<file path="config.mk">
export PLATFORM = sky130hd
export DESIGN_NAME = srtf_job_scheduler_unit
export DESIGN_NICKNAME = d
export VERILOG_FILES = /design/src/rtl/sjs_pkg.sv /design/src/rtl/sjs_cell.sv /design/src/rtl/sjs_ctrl.sv /design/src/rtl/srtf_job_scheduler_unit.sv
export SDC_FILE = /design/constraint.sdc
export NUM_CORES = 2
export LEC_CHECK = 0
export BUFFER_PORTS_ARGS = -buffer_cell sky130_fd_sc_hd__buf_2
export CORE_MARGIN = 2
export CORE_UTILIZATION = 40
export DETAILED_ROUTE_END_ITERATION = 12
export REMOVE_ABC_BUFFERS = 1
export SLEW_MARGIN = 20
export SYNTH_ARGS = -nofsm -noshare
export SYNTH_HDL_FRONTEND = slang
export SYNTH_SLANG_ARGS = --single-unit
</file>
<file path="constraint.sdc">
create_clock -name clk -period 6.8 [get_ports clk]
set_input_delay 0.34 -clock clk [delete_from_list [all_inputs] [get_ports clk]]
set_output_delay 0.34 -clock clk [all_outputs]
set_load 0.05 [all_outputs]
</file>
<file path="src/rtl/sjs_pkg.sv">
`timescale 1ns / 1ps

package sjs_pkg;

    // Table and field sizes
    localparam int SLOTS      = 16;
    localparam int SLOT_BITS  = (SLOTS > 1) ? $clog2(SLOTS) : 1;
    localparam int ID_BITS    = 8;
    localparam int BURST_BITS = 8;
    localparam int TIME_BITS  = 16;

    // Request kinds on the mode field
    localparam logic MODE_ARRIVE = 1'b0;
    localparam logic MODE_TICK   = 1'b1;

    // Request travelling down the row of slot cells, one cell per cycle.
    // On an arrival, hit marks that a free slot took the job (or that the
    // request is void). On a tick, hit marks that a candidate is carried.
    typedef struct packed {
        logic                  go;
        logic                  tick;
        logic                  hit;
        logic [ID_BITS-1:0]    id;
        logic [BURST_BITS-1:0] rem;
        logic [TIME_BITS-1:0]  arr;
        logic [BURST_BITS-1:0] bst;
        logic [SLOT_BITS-1:0]  idx;
    } wave_t;

    // Run-one-unit command broadcast to the chosen slot
    typedef struct packed {
        logic                 en;
        logic [SLOT_BITS-1:0] idx;
    } upd_t;

endpackage

</file>
<file path="src/rtl/sjs_cell.sv">
`timescale 1ns / 1ps

module sjs_cell (
    input  logic                          clk,
    input  logic                          rst_n,
    input  logic [sjs_pkg::SLOT_BITS-1:0] idx,
    input  sjs_pkg::wave_t                wave_in,
    output sjs_pkg::wave_t                wave_out,
    input  sjs_pkg::upd_t                 upd
);

    logic                           valid_reg;
    logic                           valid_next;
    logic [sjs_pkg::ID_BITS-1:0]    job_reg;
    logic [sjs_pkg::BURST_BITS-1:0] rem_reg;
    logic [sjs_pkg::TIME_BITS-1:0]  arr_reg;
    logic [sjs_pkg::BURST_BITS-1:0] bst_reg;
    sjs_pkg::wave_t                 wave_reg;
    sjs_pkg::wave_t                 wave_next;
    logic                           store;
    logic                           run_me;

    // Claim a free slot for an arrival, or challenge the tick candidate
    always_comb
    begin
        wave_next = wave_in;
        store     = 1'b0;
        if (wave_in.go)
        begin
            if (wave_in.tick == sjs_pkg::MODE_ARRIVE)
            begin
                if (!valid_reg && !wave_in.hit)
                begin
                    store         = 1'b1;
                    wave_next.hit = 1'b1;
                end
            end
            else if (valid_reg && (!wave_in.hit || (rem_reg < wave_in.rem) ||
                     ((rem_reg == wave_in.rem) && (job_reg < wave_in.id))))
            begin
                wave_next.hit = 1'b1;
                wave_next.id  = job_reg;
                wave_next.rem = rem_reg;
                wave_next.arr = arr_reg;
                wave_next.bst = bst_reg;
                wave_next.idx = idx;
            end
        end
    end

    assign run_me = upd.en && (upd.idx == idx);

    // Mark the slot valid on a store; free it when its last unit runs
    always_comb
    begin
        valid_next = valid_reg;
        if (store)
        begin
            valid_next = 1'b1;
        end
        else if (run_me && (rem_reg == sjs_pkg::BURST_BITS'(1)))
        begin
            valid_next = 1'b0;
        end
    end

    always_ff @(posedge clk or negedge rst_n)
    begin
        if (!rst_n)
        begin
            valid_reg <= 1'b0;
            wave_reg  <= '0;
        end
        else
        begin
            valid_reg <= valid_next;
            wave_reg  <= wave_next;
        end
    end

    // Load the job on arrival, count down on each unit run
    always_ff @(posedge clk)
    begin
        if (store)
        begin
            job_reg <= wave_in.id;
            rem_reg <= wave_in.rem;
            arr_reg <= wave_in.arr;
            bst_reg <= wave_in.rem;
        end
        else if (run_me)
        begin
            rem_reg <= rem_reg - sjs_pkg::BURST_BITS'(1);
        end
    end

    assign wave_out = wave_reg;

endmodule

</file>
<file path="src/rtl/sjs_ctrl.sv">
`timescale 1ns / 1ps

module sjs_ctrl (
    input  logic                           clk,
    input  logic                           rst_n,
    input  logic                           in_valid,
    output logic                           in_ready,
    input  logic                           mode,
    input  logic [sjs_pkg::ID_BITS-1:0]    job_id,
    input  logic [sjs_pkg::BURST_BITS-1:0] burst,
    output sjs_pkg::wave_t                 head,
    input  sjs_pkg::wave_t                 tail,
    output sjs_pkg::upd_t                  upd,
    output logic                           out_valid,
    input  logic                           out_ready,
    output logic                           accepted,
    output logic                           ran,
    output logic [sjs_pkg::ID_BITS-1:0]    ran_id,
    output logic                           finished,
    output logic [sjs_pkg::TIME_BITS-1:0]  finish_time,
    output logic [sjs_pkg::TIME_BITS-1:0]  turnaround,
    output logic [sjs_pkg::TIME_BITS-1:0]  waiting
);

    typedef enum logic [1:0] {
        ST_IDLE,
        ST_RUN,
        ST_DONE
    } state_t;

    state_t                        state_reg;
    state_t                        state_next;
    logic [sjs_pkg::TIME_BITS-1:0] time_reg;
    logic [sjs_pkg::TIME_BITS-1:0] time_next;
    logic                          void_reg;
    logic                          void_next;
    sjs_pkg::wave_t                res_reg;
    sjs_pkg::wave_t                res_next;
    logic                          out_valid_reg;
    logic                          out_valid_next;
    logic                          accepted_reg;
    logic                          accepted_next;
    logic                          ran_reg;
    logic                          ran_next;
    logic [sjs_pkg::ID_BITS-1:0]   ran_id_reg;
    logic [sjs_pkg::ID_BITS-1:0]   ran_id_next;
    logic                          finished_reg;
    logic                          finished_next;
    logic [sjs_pkg::TIME_BITS-1:0] finish_time_reg;
    logic [sjs_pkg::TIME_BITS-1:0] finish_time_next;
    logic [sjs_pkg::TIME_BITS-1:0] turnaround_reg;
    logic [sjs_pkg::TIME_BITS-1:0] turnaround_next;
    logic [sjs_pkg::TIME_BITS-1:0] waiting_reg;
    logic [sjs_pkg::TIME_BITS-1:0] waiting_next;

    logic                          accept;
    logic                          load;
    logic                          done_job;
    logic [sjs_pkg::TIME_BITS-1:0] time_inc;
    logic [sjs_pkg::TIME_BITS-1:0] tat;

    assign in_ready = (state_reg == ST_IDLE);
    assign accept   = in_valid && in_ready;
    assign load     = (state_reg == ST_DONE) && (!out_valid_reg || out_ready);

    // Launch the request into the first cell; a zero-burst arrival enters already void
    always_comb
    begin
        head      = '0;
        head.go   = accept;
        head.tick = mode;
        head.hit  = (mode == sjs_pkg::MODE_ARRIVE) && (burst == '0);
        head.id   = job_id;
        head.rem  = burst;
        head.arr  = time_reg;
        head.bst  = burst;
    end

    // Run the chosen job for one unit when its result is loaded
    assign done_job = (res_reg.tick == sjs_pkg::MODE_TICK) && res_reg.hit;
    assign upd.en   = load && done_job;
    assign upd.idx  = res_reg.idx;

    assign time_inc = time_reg + sjs_pkg::TIME_BITS'(1);
    assign tat      = time_inc - res_reg.arr;

    always_comb
    begin
        state_next       = state_reg;
        time_next        = time_reg;
        void_next        = void_reg;
        res_next         = res_reg;
        out_valid_next   = out_valid_reg;
        accepted_next    = accepted_reg;
        ran_next         = ran_reg;
        ran_id_next      = ran_id_reg;
        finished_next    = finished_reg;
        finish_time_next = finish_time_reg;
        turnaround_next  = turnaround_reg;
        waiting_next     = waiting_reg;

        // Drop the result once the consumer takes it
        if (out_valid_reg && out_ready)
        begin
            out_valid_next = 1'b0;
        end

        unique case (state_reg)
            ST_IDLE:
            begin
                if (accept)
                begin
                    void_next  = head.hit;
                    state_next = ST_RUN;
                end
            end
            ST_RUN:
            begin
                if (tail.go)
                begin
                    res_next   = tail;
                    state_next = ST_DONE;
                end
            end
            ST_DONE:
            begin
                if (load)
                begin
                    out_valid_next   = 1'b1;
                    accepted_next    = 1'b0;
                    ran_next         = 1'b0;
                    ran_id_next      = '0;
                    finished_next    = 1'b0;
                    finish_time_next = '0;
                    turnaround_next  = '0;
                    waiting_next     = '0;
                    if (res_reg.tick == sjs_pkg::MODE_TICK)
                    begin
                        time_next = time_inc;
                        if (res_reg.hit)
                        begin
                            ran_next    = 1'b1;
                            ran_id_next = res_reg.id;
                            if (res_reg.rem == sjs_pkg::BURST_BITS'(1))
                            begin
                                finished_next    = 1'b1;
                                finish_time_next = time_inc;
                                turnaround_next  = tat;
                                waiting_next     = tat - sjs_pkg::TIME_BITS'(res_reg.bst);
                            end
                        end
                    end
                    else
                    begin
                        accepted_next = res_reg.hit && !void_reg;
                    end
                    state_next = ST_IDLE;
                end
            end
            default:
            begin
                state_next = ST_IDLE;
            end
        endcase
    end

    always_ff @(posedge clk or negedge rst_n)
    begin
        if (!rst_n)
        begin
            state_reg       <= ST_IDLE;
            time_reg        <= '0;
            void_reg        <= 1'b0;
            res_reg         <= '0;
            out_valid_reg   <= 1'b0;
            accepted_reg    <= 1'b0;
            ran_reg         <= 1'b0;
            ran_id_reg      <= '0;
            finished_reg    <= 1'b0;
            finish_time_reg <= '0;
            turnaround_reg  <= '0;
            waiting_reg     <= '0;
        end
        else
        begin
            state_reg       <= state_next;
            time_reg        <= time_next;
            void_reg        <= void_next;
            res_reg         <= res_next;
            out_valid_reg   <= out_valid_next;
            accepted_reg    <= accepted_next;
            ran_reg         <= ran_next;
            ran_id_reg      <= ran_id_next;
            finished_reg    <= finished_next;
            finish_time_reg <= finish_time_next;
            turnaround_reg  <= turnaround_next;
            waiting_reg     <= waiting_next;
        end
    end

    assign out_valid   = out_valid_reg;
    assign accepted    = accepted_reg;
    assign ran         = ran_reg;
    assign ran_id      = ran_id_reg;
    assign finished    = finished_reg;
    assign finish_time = finish_time_reg;
    assign turnaround  = turnaround_reg;
    assign waiting     = waiting_reg;

endmodule

</file>
<file path="src/rtl/srtf_job_scheduler_unit.sv">
`timescale 1ns / 1ps
// Channel  Direction  Handshake              Payload
// in       input      in_valid / in_ready    mode, job_id, burst
// out      output     out_valid / out_ready  accepted, ran, ran_id, finished,
//                                            finish_time, turnaround, waiting
//
// Each request walks the row of 16 slot cells, one cell per cycle. The result
// passes from the last cell into the result register and then into the output
// register, after which the next request can be taken.
// One request is in flight at a time; the next is taken as soon as the
// result sits in the output register, even if it has not been taken yet.
// A stalled output holds the finished request until the register frees.
// Reset clears all slot valid bits and the time at once; no clearing pass.

module srtf_job_scheduler_unit (
    input  logic                           clk,
    input  logic                           rst_n,
    input  logic                           in_valid,
    output logic                           in_ready,
    input  logic                           mode,
    input  logic [sjs_pkg::ID_BITS-1:0]    job_id,
    input  logic [sjs_pkg::BURST_BITS-1:0] burst,
    output logic                           out_valid,
    input  logic                           out_ready,
    output logic                           accepted,
    output logic                           ran,
    output logic [sjs_pkg::ID_BITS-1:0]    ran_id,
    output logic                           finished,
    output logic [sjs_pkg::TIME_BITS-1:0]  finish_time,
    output logic [sjs_pkg::TIME_BITS-1:0]  turnaround,
    output logic [sjs_pkg::TIME_BITS-1:0]  waiting
);

    sjs_pkg::wave_t              waves [0:sjs_pkg::SLOTS];
    sjs_pkg::upd_t               upd;
    logic [sjs_pkg::SLOTS-1:0]   go_vec;

    // Sequence requests and build results
    sjs_ctrl u_ctrl (
        .clk         (clk),
        .rst_n       (rst_n),
        .in_valid    (in_valid),
        .in_ready    (in_ready),
        .mode        (mode),
        .job_id      (job_id),
        .burst       (burst),
        .head        (waves[0]),
        .tail        (waves[sjs_pkg::SLOTS]),
        .upd         (upd),
        .out_valid   (out_valid),
        .out_ready   (out_ready),
        .accepted    (accepted),
        .ran         (ran),
        .ran_id      (ran_id),
        .finished    (finished),
        .finish_time (finish_time),
        .turnaround  (turnaround),
        .waiting     (waiting)
    );

    // Row of slot cells, lowest slot first
    for (genvar k = 0; k < sjs_pkg::SLOTS; k++)
    begin : g_cell
        sjs_cell u_cell (
            .clk      (clk),
            .rst_n    (rst_n),
            .idx      (sjs_pkg::SLOT_BITS'(k)),
            .wave_in  (waves[k]),
            .wave_out (waves[k+1]),
            .upd      (upd)
        );
        assign go_vec[k] = waves[k+1].go;
    end

`ifndef NO_ASSERTIONS
    // At most one request travels the row
    assert property (@(posedge clk) disable iff (!rst_n) $onehot0(go_vec))
        else $error("more than one request in the slot row");

    // Taking a new request means the row is empty
    assert property (@(posedge clk) disable iff (!rst_n) in_ready |-> (go_vec == '0))
        else $error("request accepted while the row is busy");

    // A finished job must have run and cannot be an arrival
    assert property (@(posedge clk) disable iff (!rst_n)
        (out_valid && finished) |-> (ran && !accepted))
        else $error("finish reported without a run");
`endif

endmodule

</file>
==> key figures <==
Run status
  – Run status: completed

Placement
  – RD Place Congestion: 0.7950
  – Placed Cells: 6305
  – Post-DP HPWL: 79990 um
  – Port-buffer cells: 81

Detailed routing
  – Routed Antenna Nets: 0
  – Routed WL: 119400 um
  – First DRT Iteration DRCs: 1649
  – Drt drc: 0
  – Vias: 32460
  – Routed len/inst: 18.06 um
  – Via-to-Cell Ratio: 4.910
  – Pre-antenna DRT Iters: 5

Floorplanning
  – Die width: 397.1 um
  – Die Span Y: 397.1 um
  – Top-level I/O count: 82
  – Core Region: 153700 um^2
  – Die area: 157700 um^2
  – Initial core utilization: 40.22%
  – Row cnt: 144

Worst setup path
  – FF-to-FF Start: u_ctrl.time_reg[0]
  – R2r worst-path depth: 14
  – Worst setup EP type: flop
  – Crit path required time: 7510 ps
  – Crit path kind: flop to flop
  – R2r endpoint: u_ctrl.waiting[14]
  – Arrival time of the worst setup path: 5340 ps
  – Crit path launch: u_ctrl.time_reg[0]
  – Nature of the critical path startpoint: flop
  – Worst R2R Setup Slack: 2160 ps
  – Critical Path Fanout Max: 8

Logic synthesis
  – Count of unique library cells instantiated by Yosys: 63
  – Synth Warn #: 0
  – Synth Flop Type: dfrtp_1
  – Seq/Total Area, Yosys: 66.64%
  – Synthesized area per cell: 14.58 um^2
  – Syn Inst Count: 4238
  – Seq cells post-synth: 1518
  – Post-synthesis cell area: 61810 um^2
  – Post-synth EDFFs: 640
  – Asr flop ratio synth: 57.84%

Timing
  – Final Setup Violations: 0
  – Final period util: 68.19%
  – Fmax: 215.7 MHz
  – Hold Vio Cnt, Final: 0
  – Relative slew slack: 30.47%
  – Clock skew: 31.55 ps
  – Pins Over Slew Limit: 0
  – Min Tclk post-route: 4637 ps
  – RSZ-0062 raised after global routing: false
  – Tightest Pin Transition: 1043 ps
  – Final TNS setup: 0 ps

Clocking
  – Clock transition at path regs: 60 ps
  – Clk buf depth: 3
  – Clock root buffer: clkbuf_16
  – Postcts setup bufs: 0
  – PostCTS Resize Cnt: 0
  – CTS Buf Count: 153
  – Clock Sinks: 1518
  – CTS tree: built
  – Skew-Pair Late Insertion Delay: 770 ps
  – H-tree lvl count: 4

Cells and area
  – Non-Filler Instances: 6612
  – Most frequent cells in the layout: dfrtp_1 (878), edfxtp_1 (640), mux2_2 (631)
  – Most common cell after layout, fill and taps aside: dfrtp_1
  – Fillers: 13420
  – Post-layout nets: 4740
  – Layout area overhead: 14.18%
  – Max reg flops: 737
  – Share of layout cells above drive strength 1: 23.71%

Global routing
  – Largest net degree at the start of global routing: 152
  – Vias in the first global route: 34150
  – First-pass GRT wire length: 195700 um
  – Initial antenna violation count: 3
  – Remaining Overflow, GRT: 0
  – Global Route Usage Sum: 15.60%

Job
  – MaxCap Viol Count: 0

Power
  – VDD IR-drop max: 0.1964 mV
  – P_leak: 29.32 nW
  – Cell Pwr Density: 327.4 nW/um^2

Worst hold path
  – Hold WC Path Type: input port to async pin
-- per-layer routing --
metal  wire, um  global-route usage (%)  vias to the layer above  share of wire [%]
met4       2488                   4.984                        0                2.1
met1      56360                   21.87                    16410                 47
met5          0                       0                        -                  0
li1           -                       -                    15490                  -
met3       3547                   2.281                      167                3.0
met2      57010                   25.04                      395                 48
-- layout make-up --
| cell class | count | area [um^2] | share of cell area, % |
|---|---|---|---|
| timing repair buffer | 157 | 1099 | 1.557 |
| clock buffer | 211 | 4403 | 6.239 |
| sequential | 1518 | 41190 | 58.37 |
| tap | 2044 | 2557 | 3.624 |
| inverter | 305 | 1145 | 1.622 |
| antenna | 1 | 2.502 | 0.003546 |
| clock inverter | 75 | 892.1 | 1.264 |
| multi-input combinational | 2301 | 19280 | 27.32 |
-- through the flow --
step | hold slack, ps | util (%) | power [mW] | cell area [um^2] | setup WS (ps)
floorplan | 44.41 | - | 13.55 | 61360 | 804.1
global placement | 401.2 | 42.33 | 14.51 | 65050 | 2274
detailed placement | 391.6 | 42.34 | 14.59 | 65070 | 2199
CTS | 123.8 | 45.92 | 23.43 | 70570 | 2187
global route | 188.0 | 45.92 | 24.28 | 70570 | 1836
finish | 153.3 | 45.92 | 23.10 | 70570 | 2163
-- where the power goes --
group | internal (mW) | switching [mW] | total, mW
sequential | 10.7 | 0.704 | 11.4
clock | 5.14 | 3.57 | 8.72
combinational | 1.49 | 1.52 | 3.01
total | 17.3 | 5.80 | 23.1
-- cells in the mapped netlist, types with 9 or more instances --
master | n | area (um^2)
a2111oi_0 | 10 | 87.58
a211oi_1 | 20 | 150.1
a21o_1 | 95 | 713.2
a21oi_1 | 66 | 330.3
a22o_1 | 32 | 280.3
and2_1 | 14 | 87.58
clkbuf_1 | 107 | 401.6
dfrtp_1 | 878 | 21970
edfxtp_1 | 640 | 19220
ha_1 | 281 | 3516
inv_1 | 305 | 1145
mux2_2 | 631 | 7106
mux2i_1 | 20 | 200.2
nand2_1 | 296 | 1111
nand2b_1 | 56 | 350.3
nand3_1 | 36 | 180.2
nand4_1 | 20 | 125.1
nand4b_1 | 10 | 87.58
nor2_1 | 86 | 322.8
nor2b_1 | 35 | 219.0
nor3_1 | 34 | 170.2
nor4_1 | 28 | 175.2
nor4b_1 | 35 | 306.5
o211ai_1 | 14 | 105.1
o21a_1 | 30 | 225.2
o21ai_0 | 189 | 945.9
o31ai_1 | 9 | 67.56
or2_2 | 30 | 187.7
or4_1 | 9 | 67.56
xnor2_1 | 99 | 867.1
xor2_1 | 60 | 525.5
-- what timing repair did --
item | 4_1_cts | 5_1_grt
endpoints found under the setup margin | 0 | 0
endpoints found under the hold margin | 130 | 0
hold buffers | 20 | 0
-- how the worst max path moves through the flow --
stage,end,slack (ps),cells past startpoint
after floorplan,g_cell[1].u_cell.rem_reg[0],800,2
after global placement,u_ctrl.waiting[14],2270,14
after detailed placement,u_ctrl.waiting[14],2200,14
after CTS,u_ctrl.waiting[14],2190,14
after global routing,u_ctrl.waiting[14],1840,14
final,u_ctrl.waiting[14],2160,14
-- cell families after synthesis --
| group | count (synthesis) | synth area share [%] |
|---|---|---|
| DFF | 1518 | 66.64 |
| and+or+nand+nor | 715 | 5.834 |
| muxes | 651 | 11.82 |
| AOI/OAI and AO/OA | 493 | 5.124 |
| buffers and inverters | 419 | 2.573 |
| adders and majority gates | 283 | 5.753 |
| xor gates and xnor gates | 159 | 2.253 |
-- worst max-delay path: stages, from the launching register on --
cell and delay, ps:
dfrtp_1 490, ha_1 270, nand3_1 150, nor2_1 240, and3_1 250, xor2_1 250, ha_1 360, a21oi_1 160
o21ai_0 260, a311oi_4 380, xnor2_1 210, or4b_4 550, or3_1 400, or4_1 500, nand3_1 90
No activity file was read; power rests on OpenSTA's default activity.
